[src/rtl/yuvb_pkg.sv]
// ----------------------------------------------------------------------------
// yuvb_pkg: shared types and constants of the YUV pair to BGRA converter
// Field structs for both channels, register indexes and reset values, and
// the fixed-point helper functions used by the arithmetic stages.
// ----------------------------------------------------------------------------
package yuvb_pkg;

    // Fixed-point format and sample width.
    localparam int FRAC_BITS   = 16;
    localparam int SAMPLE_BITS = 10;

    // Widths fixed by the channel and register definitions.
    localparam int FIELD_W  = 10;
    localparam int COUNT_W  = 2;
    localparam int COEF_W   = 18;
    localparam int OFFSET_W = 10;
    localparam int BYTE_W   = 8;
    localparam int CFG_IDX_W  = 3;
    localparam int CFG_DATA_W = COEF_W;

    // Offset sample: wide enough for any sample minus any offset.
    localparam int SAMP_W = (SAMPLE_BITS > FIELD_W) ? SAMPLE_BITS : FIELD_W;
    localparam int DIFF_W = ((SAMP_W > OFFSET_W) ? SAMP_W : OFFSET_W) + 1;
    // Signed product of an unsigned coefficient and an offset sample.
    localparam int PROD_W = COEF_W + 1 + DIFF_W;
    // Sum of up to three products plus the rounding half.
    localparam int SUM_W  = PROD_W + 2;

    localparam logic [SAMP_W-1:0] SAMPLE_MASK = SAMP_W'((2 ** SAMPLE_BITS) - 1);
    localparam logic signed [SUM_W-1:0] ROUND_HALF = SUM_W'(2 ** (FRAC_BITS - 1));
    localparam logic [BYTE_W-1:0] CHANNEL_MAX = 8'd255;
    localparam logic [BYTE_W-1:0] ALPHA_VALUE = 8'd255;

    // Configuration register indexes.
    localparam logic [CFG_IDX_W-1:0] CFG_LUMA_GAIN     = 3'd0;
    localparam logic [CFG_IDX_W-1:0] CFG_RED_FROM_V    = 3'd1;
    localparam logic [CFG_IDX_W-1:0] CFG_GREEN_FROM_U  = 3'd2;
    localparam logic [CFG_IDX_W-1:0] CFG_GREEN_FROM_V  = 3'd3;
    localparam logic [CFG_IDX_W-1:0] CFG_BLUE_FROM_U   = 3'd4;
    localparam logic [CFG_IDX_W-1:0] CFG_LUMA_OFFSET   = 3'd5;
    localparam logic [CFG_IDX_W-1:0] CFG_CHROMA_OFFSET = 3'd6;

    // Reset values: full-range BT.709, 8-bit.
    localparam logic [COEF_W-1:0]   RST_LUMA_GAIN     = 18'd65536;
    localparam logic [COEF_W-1:0]   RST_RED_FROM_V    = 18'd103206;
    localparam logic [COEF_W-1:0]   RST_GREEN_FROM_U  = 18'd12276;
    localparam logic [COEF_W-1:0]   RST_GREEN_FROM_V  = 18'd30679;
    localparam logic [COEF_W-1:0]   RST_BLUE_FROM_U   = 18'd121609;
    localparam logic [OFFSET_W-1:0] RST_LUMA_OFFSET   = 10'd0;
    localparam logic [OFFSET_W-1:0] RST_CHROMA_OFFSET = 10'd128;

    typedef struct packed {
        logic [FIELD_W-1:0] luma_first;
        logic [FIELD_W-1:0] luma_second;
        logic [FIELD_W-1:0] chroma_u;
        logic [FIELD_W-1:0] chroma_v;
        logic [COUNT_W-1:0] pair_count;
    } t_yuv_in;

    typedef struct packed {
        logic [BYTE_W-1:0] blue;
        logic [BYTE_W-1:0] green;
        logic [BYTE_W-1:0] red;
        logic [BYTE_W-1:0] alpha;
        logic              last_of_run;
    } t_bgra_out;

    // One pixel as handed from the issue stage to the arithmetic stages.
    typedef struct packed {
        logic               valid;
        logic [FIELD_W-1:0] luma;
        logic [FIELD_W-1:0] chroma_u;
        logic [FIELD_W-1:0] chroma_v;
        logic               last;
    } t_pix;

    // Sample taken in its low SAMPLE_BITS bits, minus an offset.
    function automatic logic signed [DIFF_W-1:0] sample_diff(
        input logic [FIELD_W-1:0]  sample,
        input logic [OFFSET_W-1:0] offset
    );
        logic [SAMP_W-1:0] s;
        s = SAMP_W'(sample) & SAMPLE_MASK;
        return signed'(DIFF_W'(s) - DIFF_W'(offset));
    endfunction

    function automatic logic signed [PROD_W-1:0] coef_mul(
        input logic [COEF_W-1:0]        coef,
        input logic signed [DIFF_W-1:0] diff
    );
        logic signed [PROD_W-1:0] c;
        logic signed [PROD_W-1:0] d;
        c = PROD_W'(signed'({1'b0, coef}));
        d = PROD_W'(diff);
        return c * d;
    endfunction

    // Takes a sum that already carries the rounding half.
    function automatic logic [BYTE_W-1:0] to_byte(input logic signed [SUM_W-1:0] v);
        logic signed [SUM_W-1:0] sh;
        logic [BYTE_W-1:0]       b;
        sh = v >>> FRAC_BITS;
        if (v < 0) begin
            b = '0;
        end else if (sh >= signed'(SUM_W'(CHANNEL_MAX))) begin
            b = CHANNEL_MAX;
        end else begin
            b = sh[BYTE_W-1:0];
        end
        return b;
    endfunction

endpackage

[src/rtl/yuvb_issue.sv]
// ----------------------------------------------------------------------------
// yuvb_issue: input buffer and pixel issue
// Holds one accepted chroma pair and hands its one or two pixels to the
// arithmetic pipeline, one pixel per advancing cycle.
// ----------------------------------------------------------------------------
module yuvb_issue
    import yuvb_pkg::*;
(
    input  logic    i_clk,
    input  logic    i_rst_n,
    input  logic    i_valid,
    input  t_yuv_in i_in,
    output logic    o_stall,
    input  logic    i_adv,
    output t_pix    o_pix
);

    logic    r_full;
    logic    r_second;
    t_yuv_in r_item;
    logic    n_full;
    logic    n_second;
    t_yuv_in n_item;

    logic is_last;
    logic release_item;
    logic accept;

    // A count of three saturates to two pixels; a count of one is a lone pixel.
    assign is_last      = r_second || !r_item.pair_count[1];
    assign release_item = i_adv && r_full && is_last;
    assign o_stall      = r_full && !release_item;
    assign accept       = i_valid && !o_stall;

    assign o_pix.valid    = r_full;
    assign o_pix.luma     = r_second ? r_item.luma_second : r_item.luma_first;
    assign o_pix.chroma_u = r_item.chroma_u;
    assign o_pix.chroma_v = r_item.chroma_v;
    assign o_pix.last     = is_last;

    always_comb begin
        n_full   = r_full;
        n_second = r_second;
        n_item   = r_item;
        // A transaction with a pair count of zero is taken and dropped.
        if (accept && (i_in.pair_count != '0)) begin
            n_full   = 1'b1;
            n_second = 1'b0;
            n_item   = i_in;
        end else if (release_item) begin
            n_full   = 1'b0;
            n_second = 1'b0;
        end else if (i_adv && r_full) begin
            n_second = 1'b1;
        end
    end

    always_ff @(posedge i_clk) begin
        if (!i_rst_n) begin
            r_full   <= 1'b0;
            r_second <= 1'b0;
        end else begin
            r_full   <= n_full;
            r_second <= n_second;
        end
        r_item <= n_item;
    end

endmodule

[src/rtl/yuv_pair_to_bgra_fixed.sv]
// ----------------------------------------------------------------------------
// yuv_pair_to_bgra_fixed: YUV chroma pair to BGRA pixel converter
// Converts one or two luma samples with a shared U/V pair into clamped
// BGRA pixels using unsigned 2.16 fixed-point coefficients held in registers.
// ----------------------------------------------------------------------------
// Usage:
// The input channel (i_valid, i_in, o_stall) takes one transaction per chroma
// pair: two luma samples, U, V and a pair count. The output channel (o_valid,
// o_out, i_stall) delivers one BGRA pixel per transaction, with last_of_run
// set on the final pixel of each input. A pair count of zero produces no
// pixel; a count of three is treated as two.
// The pipeline issues one pixel per cycle while the output register is not
// stalled, so a two-pixel input holds the input buffer while both pixels
// issue, and the next input is taken in the cycle the last pixel issues;
// the single pixel issue port sets the input rate.
// Stages: input buffer, offset subtraction, five multipliers, channel sums
// with rounding, clamp into the output register.
// When the receiver stalls a valid output pixel, the whole pipeline holds and
// o_stall rises once the input buffer is occupied; nothing is lost or repeated.
// Reset (synchronous, active low) empties the pipeline and loads the full-range
// BT.709 coefficients. The user must write registers through i_cfg_we, i_cfg_index
// and i_cfg_data only while the block is idle; the block does not enforce this.
// ----------------------------------------------------------------------------
module yuv_pair_to_bgra_fixed
    import yuvb_pkg::*;
(
    input  logic                  i_clk,
    input  logic                  i_rst_n,
    input  logic                  i_valid,
    input  t_yuv_in               i_in,
    output logic                  o_stall,
    output logic                  o_valid,
    output t_bgra_out             o_out,
    input  logic                  i_stall,
    input  logic                  i_cfg_we,
    input  logic [CFG_IDX_W-1:0]  i_cfg_index,
    input  logic [CFG_DATA_W-1:0] i_cfg_data
);

    // Configuration registers.
    logic [COEF_W-1:0]   r_luma_gain;
    logic [COEF_W-1:0]   r_red_from_v;
    logic [COEF_W-1:0]   r_green_from_u;
    logic [COEF_W-1:0]   r_green_from_v;
    logic [COEF_W-1:0]   r_blue_from_u;
    logic [OFFSET_W-1:0] r_luma_offset;
    logic [OFFSET_W-1:0] r_chroma_offset;

    always_ff @(posedge i_clk) begin
        if (!i_rst_n) begin
            r_luma_gain     <= RST_LUMA_GAIN;
            r_red_from_v    <= RST_RED_FROM_V;
            r_green_from_u  <= RST_GREEN_FROM_U;
            r_green_from_v  <= RST_GREEN_FROM_V;
            r_blue_from_u   <= RST_BLUE_FROM_U;
            r_luma_offset   <= RST_LUMA_OFFSET;
            r_chroma_offset <= RST_CHROMA_OFFSET;
        end else if (i_cfg_we) begin
            unique case (i_cfg_index)
                CFG_LUMA_GAIN:     r_luma_gain     <= i_cfg_data;
                CFG_RED_FROM_V:    r_red_from_v    <= i_cfg_data;
                CFG_GREEN_FROM_U:  r_green_from_u  <= i_cfg_data;
                CFG_GREEN_FROM_V:  r_green_from_v  <= i_cfg_data;
                CFG_BLUE_FROM_U:   r_blue_from_u   <= i_cfg_data;
                CFG_LUMA_OFFSET:   r_luma_offset   <= i_cfg_data[OFFSET_W-1:0];
                CFG_CHROMA_OFFSET: r_chroma_offset <= i_cfg_data[OFFSET_W-1:0];
                default: begin
                end
            endcase
        end
    end

    // All stages move together unless the output register holds a stalled pixel.
    logic adv;
    t_pix pix;

    yuvb_issue u_issue (
        .i_clk   (i_clk),
        .i_rst_n (i_rst_n),
        .i_valid (i_valid),
        .i_in    (i_in),
        .o_stall (o_stall),
        .i_adv   (adv),
        .o_pix   (pix)
    );

    // Stage 2: offsets removed.
    logic                     r_v2;
    logic                     r_last2;
    logic signed [DIFF_W-1:0] r_yd2;
    logic signed [DIFF_W-1:0] r_ud2;
    logic signed [DIFF_W-1:0] r_vd2;

    // Stage 3: products.
    logic                     r_v3;
    logic                     r_last3;
    logic signed [PROD_W-1:0] r_luma3;
    logic signed [PROD_W-1:0] r_blue3;
    logic signed [PROD_W-1:0] r_gu3;
    logic signed [PROD_W-1:0] r_gv3;
    logic signed [PROD_W-1:0] r_red3;

    // Stage 4: rounded channel sums.
    logic                    r_v4;
    logic                    r_last4;
    logic signed [SUM_W-1:0] r_bsum4;
    logic signed [SUM_W-1:0] r_gsum4;
    logic signed [SUM_W-1:0] r_rsum4;

    // Stage 5: output register.
    logic      r_v5;
    t_bgra_out r_out5;

    assign adv     = !(r_v5 && i_stall);
    assign o_valid = r_v5;
    assign o_out   = r_out5;

    always_ff @(posedge i_clk) begin
        if (!i_rst_n) begin
            r_v2 <= 1'b0;
            r_v3 <= 1'b0;
            r_v4 <= 1'b0;
            r_v5 <= 1'b0;
        end else if (adv) begin
            r_v2 <= pix.valid;
            r_v3 <= r_v2;
            r_v4 <= r_v3;
            r_v5 <= r_v4;
        end
    end

    always_ff @(posedge i_clk) begin
        if (adv) begin
            r_last2 <= pix.last;
            r_yd2   <= sample_diff(pix.luma, r_luma_offset);
            r_ud2   <= sample_diff(pix.chroma_u, r_chroma_offset);
            r_vd2   <= sample_diff(pix.chroma_v, r_chroma_offset);

            r_last3 <= r_last2;
            r_luma3 <= coef_mul(r_luma_gain, r_yd2);
            r_blue3 <= coef_mul(r_blue_from_u, r_ud2);
            r_gu3   <= coef_mul(r_green_from_u, r_ud2);
            r_gv3   <= coef_mul(r_green_from_v, r_vd2);
            r_red3  <= coef_mul(r_red_from_v, r_vd2);

            r_last4 <= r_last3;
            r_bsum4 <= SUM_W'(r_luma3) + SUM_W'(r_blue3) + ROUND_HALF;
            r_gsum4 <= SUM_W'(r_luma3) - SUM_W'(r_gu3) - SUM_W'(r_gv3) + ROUND_HALF;
            r_rsum4 <= SUM_W'(r_luma3) + SUM_W'(r_red3) + ROUND_HALF;

            r_out5.blue        <= to_byte(r_bsum4);
            r_out5.green       <= to_byte(r_gsum4);
            r_out5.red         <= to_byte(r_rsum4);
            r_out5.alpha       <= ALPHA_VALUE;
            r_out5.last_of_run <= r_last4;
        end
    end

endmodule

[config.mk]
export PLATFORM = sky130hd
export DESIGN_NAME = yuv_pair_to_bgra_fixed
export DESIGN_NICKNAME = d
export VERILOG_FILES = /design/src/rtl/yuvb_pkg.sv /design/src/rtl/yuvb_issue.sv /design/src/rtl/yuv_pair_to_bgra_fixed.sv
export SDC_FILE = /design/constraint.sdc
export NUM_CORES = 2
export LEC_CHECK = 0
export BUFFER_PORTS_ARGS = -buffer_cell sky130_fd_sc_hd__buf_2
export CAP_MARGIN = 20
export CORE_UTILIZATION = 33
export CTS_CLUSTER_SIZE = 16
export DETAILED_ROUTE_END_ITERATION = 10
export PLACE_DENSITY = 0.56
export SETUP_SLACK_MARGIN = 0.5
export SLEW_MARGIN = 40
export SYNTH_ARGS = -nofsm -noshare
export SYNTH_HDL_FRONTEND = slang
export SYNTH_SLANG_ARGS = --single-unit
[constraint.sdc]
create_clock -name i_clk -period 14.3 [get_ports i_clk]
set_input_delay 2.86 -clock i_clk [delete_from_list [all_inputs] [get_ports i_clk]]
set_output_delay 2.86 -clock i_clk [all_outputs]
set_load 0.01 [all_outputs]
==> out/metrics.csv <==
metric;value;unit
outcome;completed;
tightest_slew;895.8;ps
final_layout_size_suffix_gt1_share;4.847;%
crit_buf_inv;2;
maxCapViolations;0;
clkTransAtPathRegs;60;ps
dpl.hpwl;109300;um
cp.depth;4;
area_delta_synth_final;8.598;%
dpl_worst_slack;7700;ps
yosysMostFrequentCell;inv_1;
first_pass_iters;5;
synthAdderAreaFrac;43.55;%
cts_made_buffers;55;
setup_viol;0;
startpoint;i_stall;
cts_tree;yes;
cts_sinks;416;
async_flop_share;0;%
rsz0062_at_grt;false;
die_w;401.4;um
grt_usage;17.49;%
ff2ff_setup_slack;7810;ps
dp.cells;7519;
core;158400;um2
hold_viol;0;
reg2reg_from;r_yd2[3]$_DFFE_PN_;
reg2reg_depth;18;
nFillCells;15860;
rows;146;
ys_ff_latch;416;
fin_crit_sh;46.08;%
cpLargestDelayFamily;compound AO/OA/AOI/OAI gates;
yosysTopAreaCell;fa_1;
slew_viol_final;0;
worstSetupPathType;primary input to output pin;
synth_cells;5539;
cp_slowest_cell;a21boi_0;
cts_resized;0;
grt_start_max_net_pins;88;
synth_top_area_share;28.56;%
synth_compound_area_share;7.785;%
ys_types;74;
drt_wl_total;138100;um
crit_top_cell;buf_2;
synth-simple-area-share;15.04;%
worstPathArrival;3730;ps
relSlewSlack;40.28;%
drc_errors;0;
crit_path_end_kind;output pin;
endpoint;o_stall;
ys.flop_type;edfxtp_1;
root_buffer;clkbuf_16;
clk_latency;670;ps
synth_top_family_by_area;adder cells;
grt_pass1_wl;219500;um
synth_common_cells;1038 x inv_1, 783 x nand2_1, 751 x fa_1, 631 x ha_1, 438 x and2_1;
route.vias.total;36730;
placement.io_buffers;94;
htreeDepth;2;
instances_no_fill;7627;
post_drt_wl_per_cell;18.11;um
synth.area.top_cells;fa_1 29%, edfxtp_1 17%, ha_1 15%;
setup_slack;7710;ps
ant_nets;0;
crit_fanout;6;
die_area;161200;um2
required;11440;ps
gp_congestion;0.8335;
drt_first_iter_violations;1820;
syn_area_per_cell;9.505;um2
cts_buffer_depth;3;
synth-warning-count;0;
nNetsFinal;6954;
viasPerCell;4.816;
period_minus_slack;6590;ps
die_y;401.4;um
postCtsHoldBufs;0;
fin_setup_tns;0;ps
yosys.area_share.xor_xnor;2.712;%
initial_core_util;33.24;%
antenna_found_initial;9;
muxShareOfSynthArea;0.2281;%
final.setup_skew;37.11;ps
start_kind;primary input;
synth-seq-area-share;21.52;%
slowest_delay;420;ps
ios;103;
synth_area;52650;um2
overflow;0;
synth-edff-count;300;
hold_class;register to register;
grt_pass1_vias;38790;
path_cells;buf_2, nand2_4, a21boi_0, buf_2;
r2r-end;r_luma3[29]$_DFFE_PN_;
cts_setup_buffers;0;
fmax;151.7;MHz
## cell families (layout without fill, tap and decap cells)
kind of cell               count (synthesis)  in the layout
xor gates and xnor gates                 163            163
DFF                                      416            416
adders and majority gates               1382           1382
and+or+nand+nor                         1674           1674
muxes                                     11             11
buffers and inverters                   1276           1280
AOI/OAI and AO/OA                        616            616
other                                      1             13
## worst min path at each step
stage / end / cells after the start / from
final: r_last3$_DFFE_PN_ / 0 / r_last2$_DFFE_PN_
after global routing: r_last4$_DFFE_PN_ / 0 / r_last3$_DFFE_PN_
after CTS: r_last3$_DFFE_PN_ / 0 / r_last2$_DFFE_PN_
after detailed placement: r_last4$_DFFE_PN_ / 0 / r_last3$_DFFE_PN_
after global placement: o_out[0]$_DFFE_PN_ / 0 / r_last4$_DFFE_PN_
after floorplan: o_out[0]$_DFFE_PN_ / 0 / r_last4$_DFFE_PN_
## layer usage
layer,vias up,share of wire [%],track usage (%)
met2,848,45,28.39
met1,18320,45,23.33
met3,184,5.6,2.972
met4,2,4.0,6.439
met5,-,0.0094,0
li1,17380,-,-
## area by class of cell
| type | count | area, um2 | share of cell area [%] |
|---|---|---|---|
| Clock inverter | 36 | 446.7 | 0.7812 |
| Antenna cell | 5 | 12.51 | 0.02188 |
| Inverter | 1040 | 3904 | 6.827 |
| Sequential cell | 416 | 11330 | 19.82 |
| Multi-Input combinational cell | 3854 | 36570 | 63.95 |
| Tap cell | 2072 | 2592 | 4.534 |
| Timing Repair Buffer | 137 | 833.3 | 1.457 |
| Clock buffer | 67 | 1491 | 2.608 |
## per-stage QoR
stage          area [um2]  utilization (%)  hold slack, ps
2_1_floorplan       52680                -           400.3
3_3_place_gp        55150            34.82           403.1
3_5_place_dp        55220            34.86           407.1
4_1_cts             57150            36.09           424.0
5_1_grt             57170            36.10           431.3
6_report            57180            36.10           424.8
## placed cells by master, fill, tap and decap left out, drive strengths merged, types with 9 or more instances in the layout
master,Yosys,routed
nand4,23,23
xnor2,108,108
a211oi,17,17
or3,9,9
a21boi,95,95
a21oi,159,159
o211ai,12,12
o21ai,99,99
clkinv,2,14
nor2b,25,25
a31oi,23,23
ha,631,631
nand3,74,74
clkbuf,223,67
and3,15,15
nor2,200,200
nor4,13,13
o21bai,24,24
a21o,97,97
nor3,25,25
o21a,16,16
nand2,783,783
fa,751,751
o31ai,9,9
dfxtp,116,116
edfxtp,300,300
buf,13,137
xor2,55,55
and2,438,438
inv,1038,1048
nand2b,48,48
## worst reg2reg max path, delay by kind of cell (launching register included)
| kind | cells | cell delay [ps] |
|---|---|---|
| AO/OA/AOI/OAI | 8 | 2180 |
| AND/OR/NAND/NOR | 1 | 200 |
| adder cells (fa/ha/maj) | 6 | 2860 |
| buffers and inverters | 3 | 160 |
| flip-flops | 1 | 940 |
## state kept, by name, indices dropped and copies added, names as in the netlist, 20 cells and up
name / flops
r_luma3: 30
u_issue.o_pix: 20
r_red3: 30
o_out: 25
r_gu3: 30
r_blue3: 30
u_issue.r_item: 21
r_gv3: 30
Power is not shown: default switching activity piles up to over one toggle a cycle in this logic, so the estimate is an artifact.
